## src/gpe_pkg.sv

```systemverilog
// Package for the GPIO port: item types, command codes, register offsets.
package gpe_pkg;

   localparam int DATA_WIDTH        = 16;
   localparam int PIN_COUNT_DEFAULT = 16;

   typedef enum logic [1:0] {
      CMD_READ   = 2'd0,
      CMD_WRITE  = 2'd1,
      CMD_SAMPLE = 2'd2
   } cmd_type;

   localparam logic [3:0] OFS_ID     = 4'h0;
   localparam logic [3:0] OFS_DIR    = 4'h2;
   localparam logic [3:0] OFS_VALUE  = 4'h4;
   localparam logic [3:0] OFS_ENABLE = 4'h6;
   localparam logic [3:0] OFS_STATUS = 4'h8;
   localparam logic [3:0] OFS_EDGE   = 4'hA;

   typedef struct packed {
      logic [1:0]            command;
      logic [3:0]            address;
      logic [DATA_WIDTH-1:0] write_data;
      logic [DATA_WIDTH-1:0] pins_in;
   } req_type;

   typedef struct packed {
      logic [DATA_WIDTH-1:0] read_data;
      logic [DATA_WIDTH-1:0] pins_out;
      logic [DATA_WIDTH-1:0] pins_drive_enable;
      logic                  irq;
   } rsp_type;

endpackage

```

## src/gpe_core.sv

```systemverilog
// Port registers, edge detection and result formation for one item.
module gpe_core #(
   parameter int PIN_COUNT = gpe_pkg::PIN_COUNT_DEFAULT
) (
   input  logic                          clock,
   input  logic                          reset,
   input  logic                          fire,
   input  gpe_pkg::req_type              item,
   input  logic [gpe_pkg::DATA_WIDTH-1:0] device_id,
   output gpe_pkg::rsp_type              result
);

   logic [PIN_COUNT-1:0] dir_ff, dir_in;
   logic [PIN_COUNT-1:0] latch_ff, latch_in;
   logic [PIN_COUNT-1:0] enable_ff, enable_in;
   logic [PIN_COUNT-1:0] pending_ff, pending_in;
   logic [PIN_COUNT-1:0] edge_ff, edge_in;
   logic [PIN_COUNT-1:0] prev_ff, prev_in;

   logic [PIN_COUNT-1:0] pins;
   logic [PIN_COUNT-1:0] wdata;
   logic [PIN_COUNT-1:0] rise;
   logic [PIN_COUNT-1:0] fall;
   logic [PIN_COUNT-1:0] hit;
   logic [PIN_COUNT-1:0] drive_en;
   logic [gpe_pkg::DATA_WIDTH-1:0] read_data;

   assign pins  = item.pins_in[PIN_COUNT-1:0];
   assign wdata = item.write_data[PIN_COUNT-1:0];
   assign rise  = pins & ~prev_ff;
   assign fall  = prev_ff & ~pins;
   assign hit   = (rise & edge_ff) | (fall & ~edge_ff);
   // inverted at pin width so bits above the pin count stay zero
   assign drive_en = ~dir_in;

   always_comb begin
      dir_in     = dir_ff;
      latch_in   = latch_ff;
      enable_in  = enable_ff;
      pending_in = pending_ff;
      edge_in    = edge_ff;
      prev_in    = prev_ff;
      read_data  = '0;
      case (item.command)
         gpe_pkg::CMD_READ: begin
            case (item.address)
               gpe_pkg::OFS_ID:     read_data = device_id;
               gpe_pkg::OFS_DIR:    read_data = gpe_pkg::DATA_WIDTH'(dir_ff);
               gpe_pkg::OFS_VALUE:  read_data = gpe_pkg::DATA_WIDTH'(
                                       (pins & dir_ff) | (latch_ff & ~dir_ff));
               gpe_pkg::OFS_ENABLE: read_data = gpe_pkg::DATA_WIDTH'(enable_ff);
               gpe_pkg::OFS_STATUS: read_data = gpe_pkg::DATA_WIDTH'(pending_ff);
               gpe_pkg::OFS_EDGE:   read_data = gpe_pkg::DATA_WIDTH'(edge_ff);
               default:             read_data = '0;
            endcase
         end
         gpe_pkg::CMD_WRITE: begin
            case (item.address)
               gpe_pkg::OFS_DIR:    dir_in     = wdata;
               gpe_pkg::OFS_VALUE:  latch_in   = wdata;
               gpe_pkg::OFS_ENABLE: enable_in  = wdata;
               // write-one-to-clear
               gpe_pkg::OFS_STATUS: pending_in = pending_ff & ~wdata;
               gpe_pkg::OFS_EDGE:   edge_in    = wdata;
               default: ;
            endcase
         end
         gpe_pkg::CMD_SAMPLE: begin
            pending_in = pending_ff | hit;
            prev_in    = pins;
         end
         default: ;
      endcase
   end

   always_comb begin
      result.read_data         = read_data;
      result.pins_out          = gpe_pkg::DATA_WIDTH'(latch_in);
      result.pins_drive_enable = gpe_pkg::DATA_WIDTH'(drive_en);
      result.irq               = |(pending_in & enable_in);
   end

   always_ff @(posedge clock) begin
      if (reset) begin
         dir_ff     <= '1;
         latch_ff   <= '0;
         enable_ff  <= '0;
         pending_ff <= '0;
         edge_ff    <= '0;
         prev_ff    <= '0;
      end else if (fire) begin
         dir_ff     <= dir_in;
         latch_ff   <= latch_in;
         enable_ff  <= enable_in;
         pending_ff <= pending_in;
         edge_ff    <= edge_in;
         prev_ff    <= prev_in;
      end
   end

endmodule

```

## src/gpio_port_with_edge_interrupts.sv

```systemverilog
// GPIO port with edge interrupts: top level with input and result registers.
// Each item (bus read, bus write or pin-sample tick) lands in an input
// register, is applied to the port registers when the output register can take
// its result and yields one result item into that output register; one item
// is accepted every clock while the result side keeps up. The result carries
// read data plus the output latch, drive enables and irq after the update.
// The user must write device_id through the csr port only while no item is in flight; the block does not enforce this.
module gpio_port_with_edge_interrupts #(
   parameter int PIN_COUNT = gpe_pkg::PIN_COUNT_DEFAULT
) (
   input  logic                          clock,
   input  logic                          reset,
   input  logic                          req_valid,
   output logic                          req_stall,
   input  gpe_pkg::req_type              req_item,
   output logic                          rsp_valid,
   input  logic                          rsp_stall,
   output gpe_pkg::rsp_type              rsp_item,
   input  logic                          csr_write_enable,
   input  logic [gpe_pkg::DATA_WIDTH-1:0] csr_write_data
);

   logic                           in_valid_ff, in_valid_in;
   gpe_pkg::req_type               in_item_ff;
   logic                           out_valid_ff, out_valid_in;
   gpe_pkg::rsp_type               out_item_ff;
   logic [gpe_pkg::DATA_WIDTH-1:0] device_id_ff;
   gpe_pkg::rsp_type               result;
   logic                           advance;
   logic                           take;

   assign advance   = in_valid_ff && (!out_valid_ff || !rsp_stall);
   assign req_stall = in_valid_ff && !advance;
   assign take      = req_valid && !req_stall;

   assign in_valid_in  = take || (in_valid_ff && !advance);
   assign out_valid_in = advance || (out_valid_ff && rsp_stall);

   gpe_core #(
      .PIN_COUNT (PIN_COUNT)
   ) u_core (
      .clock     (clock),
      .reset     (reset),
      .fire      (advance),
      .item      (in_item_ff),
      .device_id (device_id_ff),
      .result    (result)
   );

   always_ff @(posedge clock) begin
      if (reset) begin
         in_valid_ff  <= 1'b0;
         out_valid_ff <= 1'b0;
         device_id_ff <= '0;
      end else begin
         in_valid_ff  <= in_valid_in;
         out_valid_ff <= out_valid_in;
         if (csr_write_enable) begin
            device_id_ff <= csr_write_data;
         end
      end
   end

   always_ff @(posedge clock) begin
      if (take) begin
         in_item_ff <= req_item;
      end
      if (advance) begin
         out_item_ff <= result;
      end
   end

   assign rsp_valid = out_valid_ff;
   assign rsp_item  = out_item_ff;

endmodule
```

## config.mk

```make
export PLATFORM = sky130hd
export DESIGN_NAME = gpio_port_with_edge_interrupts
export DESIGN_NICKNAME = d
export VERILOG_FILES = /design/src/gpe_pkg.sv /design/src/gpe_core.sv /design/src/gpio_port_with_edge_interrupts.sv
export SDC_FILE = /design/constraint.sdc
export NUM_CORES = 1
export LEC_CHECK = 0
export ABC_AREA = 1
export BUFFER_PORTS_ARGS = -buffer_cell sky130_fd_sc_hd__buf_2
export CORE_MARGIN = 8
export CORE_UTILIZATION = 45
export CTS_BUF_LIST = sky130_fd_sc_hd__clkbuf_2
export DETAILED_ROUTE_END_ITERATION = 12
export GPL_TIMING_DRIVEN = 1
export PLACE_DENSITY = 0.65
export SLEW_MARGIN = 20
export SYNTH_ARGS = -nofsm -noshare
export SYNTH_HDL_FRONTEND = slang
export SYNTH_SLANG_ARGS = --single-unit
```

## constraint.sdc

```tcl
create_clock -name clock -period 4.2 [get_ports clock]
set_input_delay 1.05 -clock clock [delete_from_list [all_inputs] [get_ports clock]]
set_output_delay 1.05 -clock clock [all_outputs]
set_load 0.05 [all_outputs]
```

==> Yosys cells after proc, flatten, opt, wreduce, memory -nomap -nowiden <==
Cells that the tools add are included.
{ "word_totals": {"input_bits": 59, "out_inout_bits": 51, "wordCells": 66, "register_bits": 201} }
{ "classes": {"reduce_logical": 16, "n_bitwise": 17, "eq_ne": 7, "n_mux": 9} }
{ "ops": {"columns": ["cell", "n"], "rows": [
  ["bitwise AND 16 bit", 8],
  ["2-to-1 mux 16 bit", 7],
  ["inverter 16 bit", 6],
  ["case mux 16 bit (6 select lines)", 1],
  ["bitwise OR 16 bit", 3],
  ["case mux 16 bit (2 select lines)", 1],
  ["OR reduction 16 bit", 1],
  ["== test 4 x 3 -> 1 bit, second input constant", 2],
  ["== test 4 bit, second input constant", 2],
  ["== test 4 x 2 -> 1 bit, second input constant", 1],
  ["logical AND 1 bit", 4],
  ["zero test 1 bit", 4],
  ["zero test 4 bit", 1],
  ["logical OR 1 bit", 3],
  ["AND reduction 3 bit", 1],
  ["== test 2 x 1 -> 1 bit, second input constant", 1],
  ["== test 2 bit, second input constant", 1],
  ["zero test 2 bit", 1],
  ["AND reduction 2 bit", 1]
]} }

==> Depth between registers and ports, before layout <==
Gate-level depths: netlist of run 1.
{ "logic_depth": {"ltp_word": 8, "depth_mapped": 13, "ltp_nobuf": 12} }

==> Modules after synthesis <==
A second synthesis of run 1 with hierarchy kept.
{ "hier_totals": {"cells_unflattened": 1093, "area_unflattened_um2": 9063.7} }
{ "by_module_without_submodules": {"columns": ["module", "area_per_inst_um2", "cells_each", "n_inst", "seq_area_each_um2"], "rows": [
  ["gpe_core", 5816.8, 925, 1, 1921.8],
  ["gpio_port_with_edge_interrupts", 3246.9, 168, 1, 2972.9]
]} }

==> Least setup slack after synthesis of run 1 <==
Ideal clock, no wire load.
{ "synth_path": {"path_type": "input-to-reg", "from": "input port rsp_stall", "to": "register u_core.edge_ff[11]", "setup_time_ns": 0.128, "stages": 7, "t_required_ns": 4.072, "slack_ns": 0.695, "path_buffers": 1, "t_arrival_ns": 3.377, "path_cell_list": "nand2_1 -> inv_2 -> nor2_2 -> nand4_1 -> clkbuf_1 -> o21ai_0 -> a21oi_1"} }
{ "synth_via": {"elab_chain_cells": 4} }
{ "synth_lines": {"columns": ["item", "line_no", "rtl"], "rows": [
  ["start: declaration", "gpio_port_with_edge_interrupts.sv:17", "input logic rsp_stall,"],
  ["zero test 1 bit", "gpio_port_with_edge_interrupts.sv:32", "assign advance = in_valid_ff && (!out_valid_ff || !rsp_stall);"],
  ["logical OR 1 bit", "gpio_port_with_edge_interrupts.sv:32", null],
  ["logical AND 1 bit", "gpio_port_with_edge_interrupts.sv:32", null],
  ["net advance", "gpio_port_with_edge_interrupts.sv:29", "logic advance;"],
  ["AND reduction 3 bit (no line)", null, null],
  ["end signal: assignment", "gpe_core.sv:96", "edge_ff <= edge_in;"],
  ["end: declaration", "gpe_core.sv:17", "logic [PIN_COUNT-1:0] edge_ff, edge_in;"]
]} }
The timed path passes the listed nets, and every way through them passes these cells.
A chain may end at the register's enable or synchronous reset.

==> Worst setup path after layout of run 1 <==
{ "layout_path": {"from": "input port rsp_stall", "to": "output port req_stall"} }
{ "layout_via": {"elab_chain_cells": 5} }
{ "layout_lines": {"columns": ["item", "line_no", "rtl"], "rows": [
  ["zero test 1 bit", "gpio_port_with_edge_interrupts.sv:32", null],
  ["logical OR 1 bit", "gpio_port_with_edge_interrupts.sv:32", null],
  ["logical AND 1 bit", "gpio_port_with_edge_interrupts.sv:32", null],
  ["zero test 1 bit", "gpio_port_with_edge_interrupts.sv:33", "assign req_stall = in_valid_ff && !advance;"],
  ["logical AND 1 bit", "gpio_port_with_edge_interrupts.sv:33", null],
  ["end: declaration", "gpio_port_with_edge_interrupts.sv:14", "output logic req_stall,"]
]} }
No other way between the ends.

==> results of run 1 <==
how the worst min path moves through the flow:
| stage | slack, ns | to | from | cells after the start |
|---|---|---|---|---|
| floorplan | 0.43 | device_id_ff[14] | device_id_ff[14] | 2 |
| global placement | 0.46 | u_core.prev_ff[1] | u_core.prev_ff[1] | 2 |
| detailed placement | 0.47 | u_core.prev_ff[2] | u_core.prev_ff[2] | 2 |
| CTS | 0.34 | in_item_ff[1] | req_item[1] | 1 |
| global route | 0.36 | in_item_ff[2] | req_item[2] | 1 |
| finish | 0.43 | in_item_ff[23] | req_item[23] | 1 |
cells by family after synthesis:
logic type	Yosys count	synth area share, %
buffers and inverters	216	9.82
DFF	201	54.0
and+or+nand+nor	344	16.7
AOI/OAI and AO/OA	325	19.1
adders and majority gates	3	0.414
sequential cells by signal, summed over array words and instances, names as in the netlist:
register and count:
u_core.latch_ff 16, in_item_ff 38, u_core.edge_ff 16, u_core.dir_ff 16, rsp_item 49, device_id_ff 16
u_core.enable_ff 16, u_core.pending_ff 16, in_valid_ff 1, rsp_valid 1, u_core.prev_ff 16
through the flow:
step / hold WS (ns) / utilization (%)
6_report: 0.427 / 51.0
5_1_grt: 0.357 / 51.0
4_1_cts: 0.339 / 51.0
3_5_place_dp: 0.470 / 48.7
3_3_place_gp: 0.459 / 48.7
2_1_floorplan: 0.434 / -
metal layers:
| layer | global-route usage [%] | up-vias | routed length, µm |
|---|---|---|---|
| met1 | 22.8 | 3509 | 9990 |
| met4 | 9.97 | 0 | 908 |
| met2 | 35.0 | 268 | 12500 |
| li1 | - | 3923 | - |
| met5 | 0 | - | 0 |
| met3 | 3.88 | 57 | 1600 |
power by group:
part	total [mW]	switching [mW]	internal, mW
registers	2.23	0.0723	2.15
logic	0.491	0.353	0.138
clock network	1.28	0.786	0.493
cells in the mapped netlist:
library cell                 n  area share, %
sky130_fd_sc_hd__a211oi_1   21            1.7
sky130_fd_sc_hd__inv_2       5           0.21
sky130_fd_sc_hd__buf_1       6           0.25
sky130_fd_sc_hd__nand3_4     1           0.19
sky130_fd_sc_hd__edfxtp_1   87             29
sky130_fd_sc_hd__buf_4       3           0.25
sky130_fd_sc_hd__nand3_1    76            4.2
sky130_fd_sc_hd__dfxtp_1   114             25
sky130_fd_sc_hd__ha_1        3           0.41
sky130_fd_sc_hd__clkinv_1    1          0.041
sky130_fd_sc_hd__a21oi_1   112            6.2
sky130_fd_sc_hd__o21ai_0   132            7.3
sky130_fd_sc_hd__o21ai_1    32            1.8
sky130_fd_sc_hd__buf_6       6           0.74
sky130_fd_sc_hd__nand4_1     1          0.069
sky130_fd_sc_hd__nor2_1     66            2.7
sky130_fd_sc_hd__inv_1     150            6.2
sky130_fd_sc_hd__nand2_1   173            7.2
sky130_fd_sc_hd__clkbuf_1   27            1.1
sky130_fd_sc_hd__nand3_2     7           0.77
sky130_fd_sc_hd__nor2_2      2           0.14
sky130_fd_sc_hd__o21ai_2     1          0.097
sky130_fd_sc_hd__o22ai_1    21            1.4
sky130_fd_sc_hd__nor3_1     11           0.61
sky130_fd_sc_hd__a21oi_2     5           0.48
sky130_fd_sc_hd__nand2_4     2           0.25
sky130_fd_sc_hd__o21a_1      1          0.083
sky130_fd_sc_hd__buf_2      17           0.94
sky130_fd_sc_hd__nor2_4      5           0.62
sky130_fd_sc_hd__inv_4       1          0.069
critical path, delay by kind of cell:
family                 cells  cell delay (ns)
buffers and inverters      2             0.36
and+or+nand+nor            2             0.23
cell type report:
| type | instances | share of cell area, % |
|---|---|---|
| clock inverter | 19 | 0.722 |
| inverter | 157 | 5.80 |
| timing repair buffer | 120 | 6.27 |
| multi-input combinational | 672 | 32.2 |
| clock buffer | 77 | 3.77 |
| sequential | 201 | 47.9 |
| tap | 270 | 3.31 |
| antenna | 1 | 0.0245 |
layout by cell type (no fill, tap or decap), drive strengths merged:
master and n:
a211oi 21, a21oi 117, buf 120, clkbuf 77, clkinv 19, dfxtp 114, diode 1, edfxtp 87
ha 3, inv 157, nand2 175, nand3 84, nand4 1, nor2 73, nor3 11, o21a 1
o21ai 165, o22ai 21
==> summary.md, run 1 <==
| Metric | Value |
|---|---|
| Std cell rows | 52 |
| Layout Area Growth over Synthesis | 12.7% |
| Height of the die | 158 µm |
| Via density | 5.11 |
| Req. time, crit path | 3.15 ns |
| Post-layout total power | 4.00 mW |
| Reg2Reg Depth | 5 |
| Pwr per Cell Area | 391 nW/µm² |
| Crit end category | output pin |
| Data arrival at the endpoint of the critical path | 1.64 ns |
| Total I/O pin count | 110 |
| Buffers inserted during post-CTS setup optimization | 0 |
| Global routing usage summed across all routing layers | 19.9% |
| Vias after detailed routing | 7,757 |
| WL/cell | 16.5 µm |
| Crit path max-delay cell type | sky130_fd_sc_hd__buf_2 |
| Number of sinks handled by clock tree synthesis | 201 |
| CP endpoint | req_stall |
| Via count of the first global-routing pass | 7,506 |
| Synth Net Count | 1,151 |
| Setup repair after global routing missed its margin | no |
| CP Launch Point | rsp_stall |
| CP Cell Sequence | buf_2 -> nand2_1 -> nor2_1 -> buf_2 |
| Fin cells | 1,517 |
| Placed cell area | 9760 µm² |
| Post-synthesis sequential element count | 201 |
| Final Hold Viols | 0 |
| Buffers from clock root to sink, at most | 3 |
| Max-capacitance violation count | 0 |
| Total Neg Setup Slack | 0 ns |
| Detailed Route WL | 25,000 µm |
| Time the worst path needs with I/O delays and setup | 2.69 ns |
| Count of final max-slew check failures | 0 |
| Htree depth | 2 |
| Horizontal die dimension | 158 µm |
| Beginning of the worst register-to-register path | in_item_ff[34] |
| Transition time at the pin with the least slew margin | 0.898 ns |
| Quantity of I/O buffers inserted on ports | 109 |
| Worst setup skew after layout | 0.0567 ns |
| Cell count after placement | 1,420 |
| Filler instances | 2,032 |
| TritonRoute pass-1 iters | 5 |
| Overall overflow remaining after global route | 0 |
| Clock tree from TritonCTS | built |
| Multi-input gate area | 3290 µm² |
| Residual DRC | 0 |
| Fmax achieved | 372 MHz |
| Antenna violation net count after detailed routing | 0 |
| Worst slew margin relative to its limit | 40.0% |
| Post-synthesis instance total | 1,089 |
| Number of warning messages in the yosys log | 0 |
| Hold/Removal Path Class | in -> reg |
| Outcome | finished, final reports clean |
| Largest stage delay on the critical path | 0.28 ns |
| Cell chosen for the clock root | sky130_fd_sc_hd__clkbuf_2 |
| Cells resized by post-CTS repair | 0 |
| Type of element launching the critical path | input port |
| Core Box Area | 20,000 µm² |
| Die ar. | 25,000 µm² |
| Initial core utilization | 45.3% |
| Final clock period utilization by the worst path | 64.1% |
| Final cell area excluding filler cells | 10,200 µm² |
| Internal reg-to-reg setup slack | 1.68 ns |
| Clk slew on worst S/H paths | 0.10 ns |
| Setup violation total in the final timing report | 0 |
| Setup slack after placement | 1.51 ns |
| Static leakage power | 4.50 nW |
| FF+latch area | 4890 µm² |
| Most numerous cell on the critical path | sky130_fd_sc_hd__buf_2 |
| Area of the mapped netlist | 9070 µm² |
| Final WS setup | 1.51 ns |
| Largest voltage drop on the vdd net | 0.192 mV |
| Maximum fanout encountered on the critical timing path | 4 |
| Wire length of the first global-routing pass | 38,500 µm |
| HPWL after detailed placement | 17,500 µm |
| Hold_buf cts | 0 |
| Largest net degree at the start of global routing | 71 |
| R2R Path End | rsp_item[37] |
| Iteration-0 DRC Markers | 661 |
| Sequential share of the synthesized area | 54.0% |
| Antenna violations before repair | 1 |
| Final estimated routing congestion in global placement | 0.861 |
| Num CTS Buffers | 52 |
| Classification of the worst setup path | in -> out |
| Distinct cell type count after synthesis | 30 |
| Proportion of layout cells with a drive suffix above 1 | 18.6% |
| Post-Syn Area per Cell | 8.33 µm² |
| Source-to-sink clock delay at the later pin of the worst-skew pair | 0.80 ns |
| Final layout net count | 1,266 |
No activity file was read; power rests on OpenSTA's default activity.
==> run 2, diff against run 1 <==
ABC_AREA = 0   (was 1)
clock period = 2.8 ns   (was 4.2 ns; I/O delays follow)
==> run 2 against run 1 <==
Compared with the run above:
- combinational power rose by 3%
- hold slack got worse by 0.33 ns
- synthesized cell count fell by 23%
- core utilization rose by 1.3 points
- sequential cell count did not move
==> summary.md, run 2 <==
| Metric | Value |
|---|---|
| Outcome | finished, final reports clean |
| Antenna violation net count after detailed routing | 0 (unchanged) |
| Final layout net count | 1,022 (-19%) |
| Antenna violations before repair | 1 (unchanged) |
| Buffers from clock root to sink, at most | 3 (unchanged) |
| Tightest hold margin | 0.0994 ns (-0.327 ns) |
| Final Hold Viols | 0 (unchanged) |
| Clock tree from TritonCTS | built |
| Post-layout total power | 5.67 mW (+42%) |
| Setup violation total in the final timing report | 0 (unchanged) |
| Core Box Area | 19,300 µm² (-3.8%) |
| Sequential share of the synthesized area | 55.8% (+1.9 points) |
| Number of sinks handled by clock tree synthesis | 201 (unchanged) |
| Source-to-sink clock delay at the later pin of the worst-skew pair | 0.79 ns (about the same) |
| Proportion of layout cells with a drive suffix above 1 | 24.1% (+5.4 points) |
| Std cell rows | 51 (-1.9%) |
| Req. time, crit path | 2.10 ns (-1.05 ns) |
| Vias after detailed routing | 7,052 (-9.1%) |
| Total I/O pin count | 110 (unchanged) |
| Top post-synthesis cells by count | sky130_fd_sc_hd__dfxtp_1 (114), sky130_fd_sc_hd__nand2_1 (111), sky130_fd_sc_hd__a21oi_1 (87), sky130_fd_sc_hd__edfxtp_1 (87), sky130_fd_sc_hd__nor2_1 (68) |
| Total Neg Setup Slack | 0 ns (unchanged) |
| Pwr per Cell Area | 563 nW/µm² (+44%) |
| Distinct cell type count after synthesis | 42 (+40%) |
| Maximum fanout encountered on the critical timing path | 4 (unchanged) |
| Time the worst path needs with I/O delays and setup | 2.42 ns |
| Residual DRC | 0 (unchanged) |
| Hold Startpoint | req_item[20] |
| FF+latch area | 4890 µm² (unchanged) |
| Max-capacitance violation count | 0 (unchanged) |
| TritonRoute pass-1 iters | 9 (+4) |
| Quantity of I/O buffers inserted on ports | 109 (unchanged) |
| Share of synthesized registers carrying an async set or reset | 0% (unchanged) |
| Number of warning messages in the yosys log | 0 (unchanged) |
| Static leakage power | 4.00 nW (-11%) |
| Max reg flops | 49 (unchanged) |
| Cells resized by post-CTS repair | 0 (unchanged) |
| Clk slew on worst S/H paths | 0.11 ns (about the same) |
| Die ar. | 24,200 µm² (-3.0%) |
| Post-synthesis instance total | 836 (-23%) |
| Post-synth EDFFs | 87 (unchanged) |
| Global routing usage summed across all routing layers | 20.0% (+0.053 points) |
| Largest net degree at the start of global routing | 73 (+2.8%) |
| Layout Area Growth over Synthesis | 15.0% |
| Prevailing post-synth register cell | sky130_fd_sc_hd__dfxtp_1 |
| Filler instances | 1,793 (-12%) |
| Setup repair after global routing missed its margin | no |
| Cell chosen for the clock root | sky130_fd_sc_hd__clkbuf_2 |
| CP Launch Point | in_valid_ff |
| Internal reg-to-reg setup slack | 0.45 ns (-1.23 ns) |
| WL/cell | 19.2 µm (+16%) |
| Largest voltage drop on the vdd net | 0.244 mV (+27%) |
| Htree depth | 2 (unchanged) |
| Num CTS Buffers | 50 (-3.8%) |
| HPWL after detailed placement | 16,400 µm (-5.9%) |
| Hold/Removal Path Class | in -> reg |
| Iteration-0 DRC Markers | 754 (+14%) |
| Post-Syn Area per Cell | 10.5 µm² (+26%) |
| Via density | 5.56 (+8.8%) |
| Multi-input gate area | 3550 µm² (+7.9%) |
| Most used standard cell by instance count after synthesis | sky130_fd_sc_hd__dfxtp_1 |
| Buffers inserted during post-CTS setup optimization | 0 (unchanged) |
| Yosys top cell area share | 29.8% (+0.99 points) |
| Synth Net Count | 898 (-22%) |
| Leading area contributor after synthesis | sky130_fd_sc_hd__edfxtp_1 |
| Height of the die | 156 µm (-1.5%) |
| Via count of the first global-routing pass | 6,760 (-9.9%) |
| Beginning of the worst register-to-register path | in_item_ff[37] |
| Fmax achieved | 413 MHz |
| Worst slew margin relative to its limit | 43.1% (+3.1 points) |
| Classification of the worst setup path | reg -> out |
| Post-synthesis sequential element count | 201 (unchanged) |
| Type of element launching the critical path | register |
| Count of final max-slew check failures | 0 (unchanged) |
| Wire length of the first global-routing pass | 38,200 µm (-0.84%) |
| Detailed Route WL | 24,300 µm (-2.7%) |
| Area of the mapped netlist | 8770 µm² (-3.3%) |
| Transition time at the pin with the least slew margin | 0.854 ns (-0.0443 ns) |
| Most common cell after layout, fill and taps aside | sky130_fd_sc_hd__dfxtp_1 |
| Worst setup skew after layout | 0.0500 ns (-0.00674 ns) |
| Horizontal die dimension | 156 µm (-1.5%) |
| Overall overflow remaining after global route | 0 (unchanged) |
| Hold_buf cts | 0 (unchanged) |
| Final estimated routing congestion in global placement | 0.898 (+4.3%) |
| Leading post-synthesis cells by cell area | sky130_fd_sc_hd__edfxtp_1 (30%), sky130_fd_sc_hd__dfxtp_1 (26%), sky130_fd_sc_hd__a21oi_1 (5.0%), sky130_fd_sc_hd__mux2i_1 (4.9%), sky130_fd_sc_hd__nand2_1 (4.8%) |
| Crit end category | output pin |
| Initial core utilization | 45.5% (+0.24 points) |
| Data arrival at the endpoint of the critical path | 1.72 ns (+0.08 ns) |
| Final clock period utilization by the worst path | 86.5% |
| Most frequent cells in the layout | sky130_fd_sc_hd__dfxtp_1 (114), sky130_fd_sc_hd__nand2_1 (110), sky130_fd_sc_hd__buf_2 (108), sky130_fd_sc_hd__a21oi_1 (87), sky130_fd_sc_hd__edfxtp_1 (87) |
-- run 2: cell count changes in the layout (fill, tap and decap cells not counted), moves of 21 or more --
cell / previous run / this run
sky130_fd_sc_hd__inv_1: 149 / 23
sky130_fd_sc_hd__o21ai_0: 132 / 24
sky130_fd_sc_hd__nand2_1: 173 / 110
sky130_fd_sc_hd__nand3_1: 76 / 13
sky130_fd_sc_hd__mux2i_1: 0 / 43
sky130_fd_sc_hd__o21ai_1: 32 / 0
sky130_fd_sc_hd__a21oi_1: 112 / 87
sky130_fd_sc_hd__a211oi_1: 21 / 0
sky130_fd_sc_hd__a21o_1: 0 / 21
sky130_fd_sc_hd__a222oi_1: 0 / 21
sky130_fd_sc_hd__a22oi_1: 0 / 21
sky130_fd_sc_hd__o22ai_1: 21 / 0
-- run 2: routing by layer --
metal / global-route usage (%) / routed length, µm
met1: 29.3 / 11400
met3: 4.52 / 2330
met2: 28.5 / 10200
met5: 0 / 0
met4: 6.24 / 429
-- run 2: worst paths after layout --
path                                      endpoint  cells past startpoint
worst min-delay path                in_item_ff[20]                      1
worst min register to register  u_core.prev_ff[11]                      2
worst max register to register         rsp_item[0]                      8
worst max-delay path                     req_stall                      2
-- run 2: layout make-up --
cell class                 instances  share of cell area, %
sequential                       201                   48.5
multi-input combinational        550                   35.2
timing repair buffer             132                   7.52
clock buffer                      73                   3.62
tap                              265                   3.29
inverter                          25                  0.931
clock inverter                    21                  0.831
antenna                            1                 0.0248
-- run 2: report_power, final --
group	switching, mW	total [mW]	internal (mW)
Clock	1.19	1.90	0.706
Sequential	0.104	3.27	3.16
Combinational	0.346	0.506	0.160
-- run 2: worst max-delay path, cell delays in order (launching register included) --
cell	delay [ns]
sky130_fd_sc_hd__dfxtp_1	0.40
sky130_fd_sc_hd__and3_1	0.25
sky130_fd_sc_hd__buf_2	0.29
-- run 2: kinds of logic (layout without fill, tap and decap cells) --
logic type	count (synthesis)	count (layout)	synth area share (%)
muxes	70	70	8.38
buffers and inverters	85	251	3.94
and+or+nand+nor	242	242	13.5
other	0	1	0
AOI/OAI and AO/OA	235	235	18.0
DFF	201	201	55.8
adders and majority gates	3	3	0.428
-- run 2: through the flow --
step	utilization [%]	std cells	setup slack (ns)	area, µm²
3_5_place_dp	50.0	1173	0.467	9630
4_1_cts	52.3	1267	0.304	10100
6_report	52.3	1268	0.379	10100
3_3_place_gp	50.0	1173	0.471	9630
5_1_grt	52.3	1268	0.249	10100
2_1_floorplan	-	836	0.271	8770
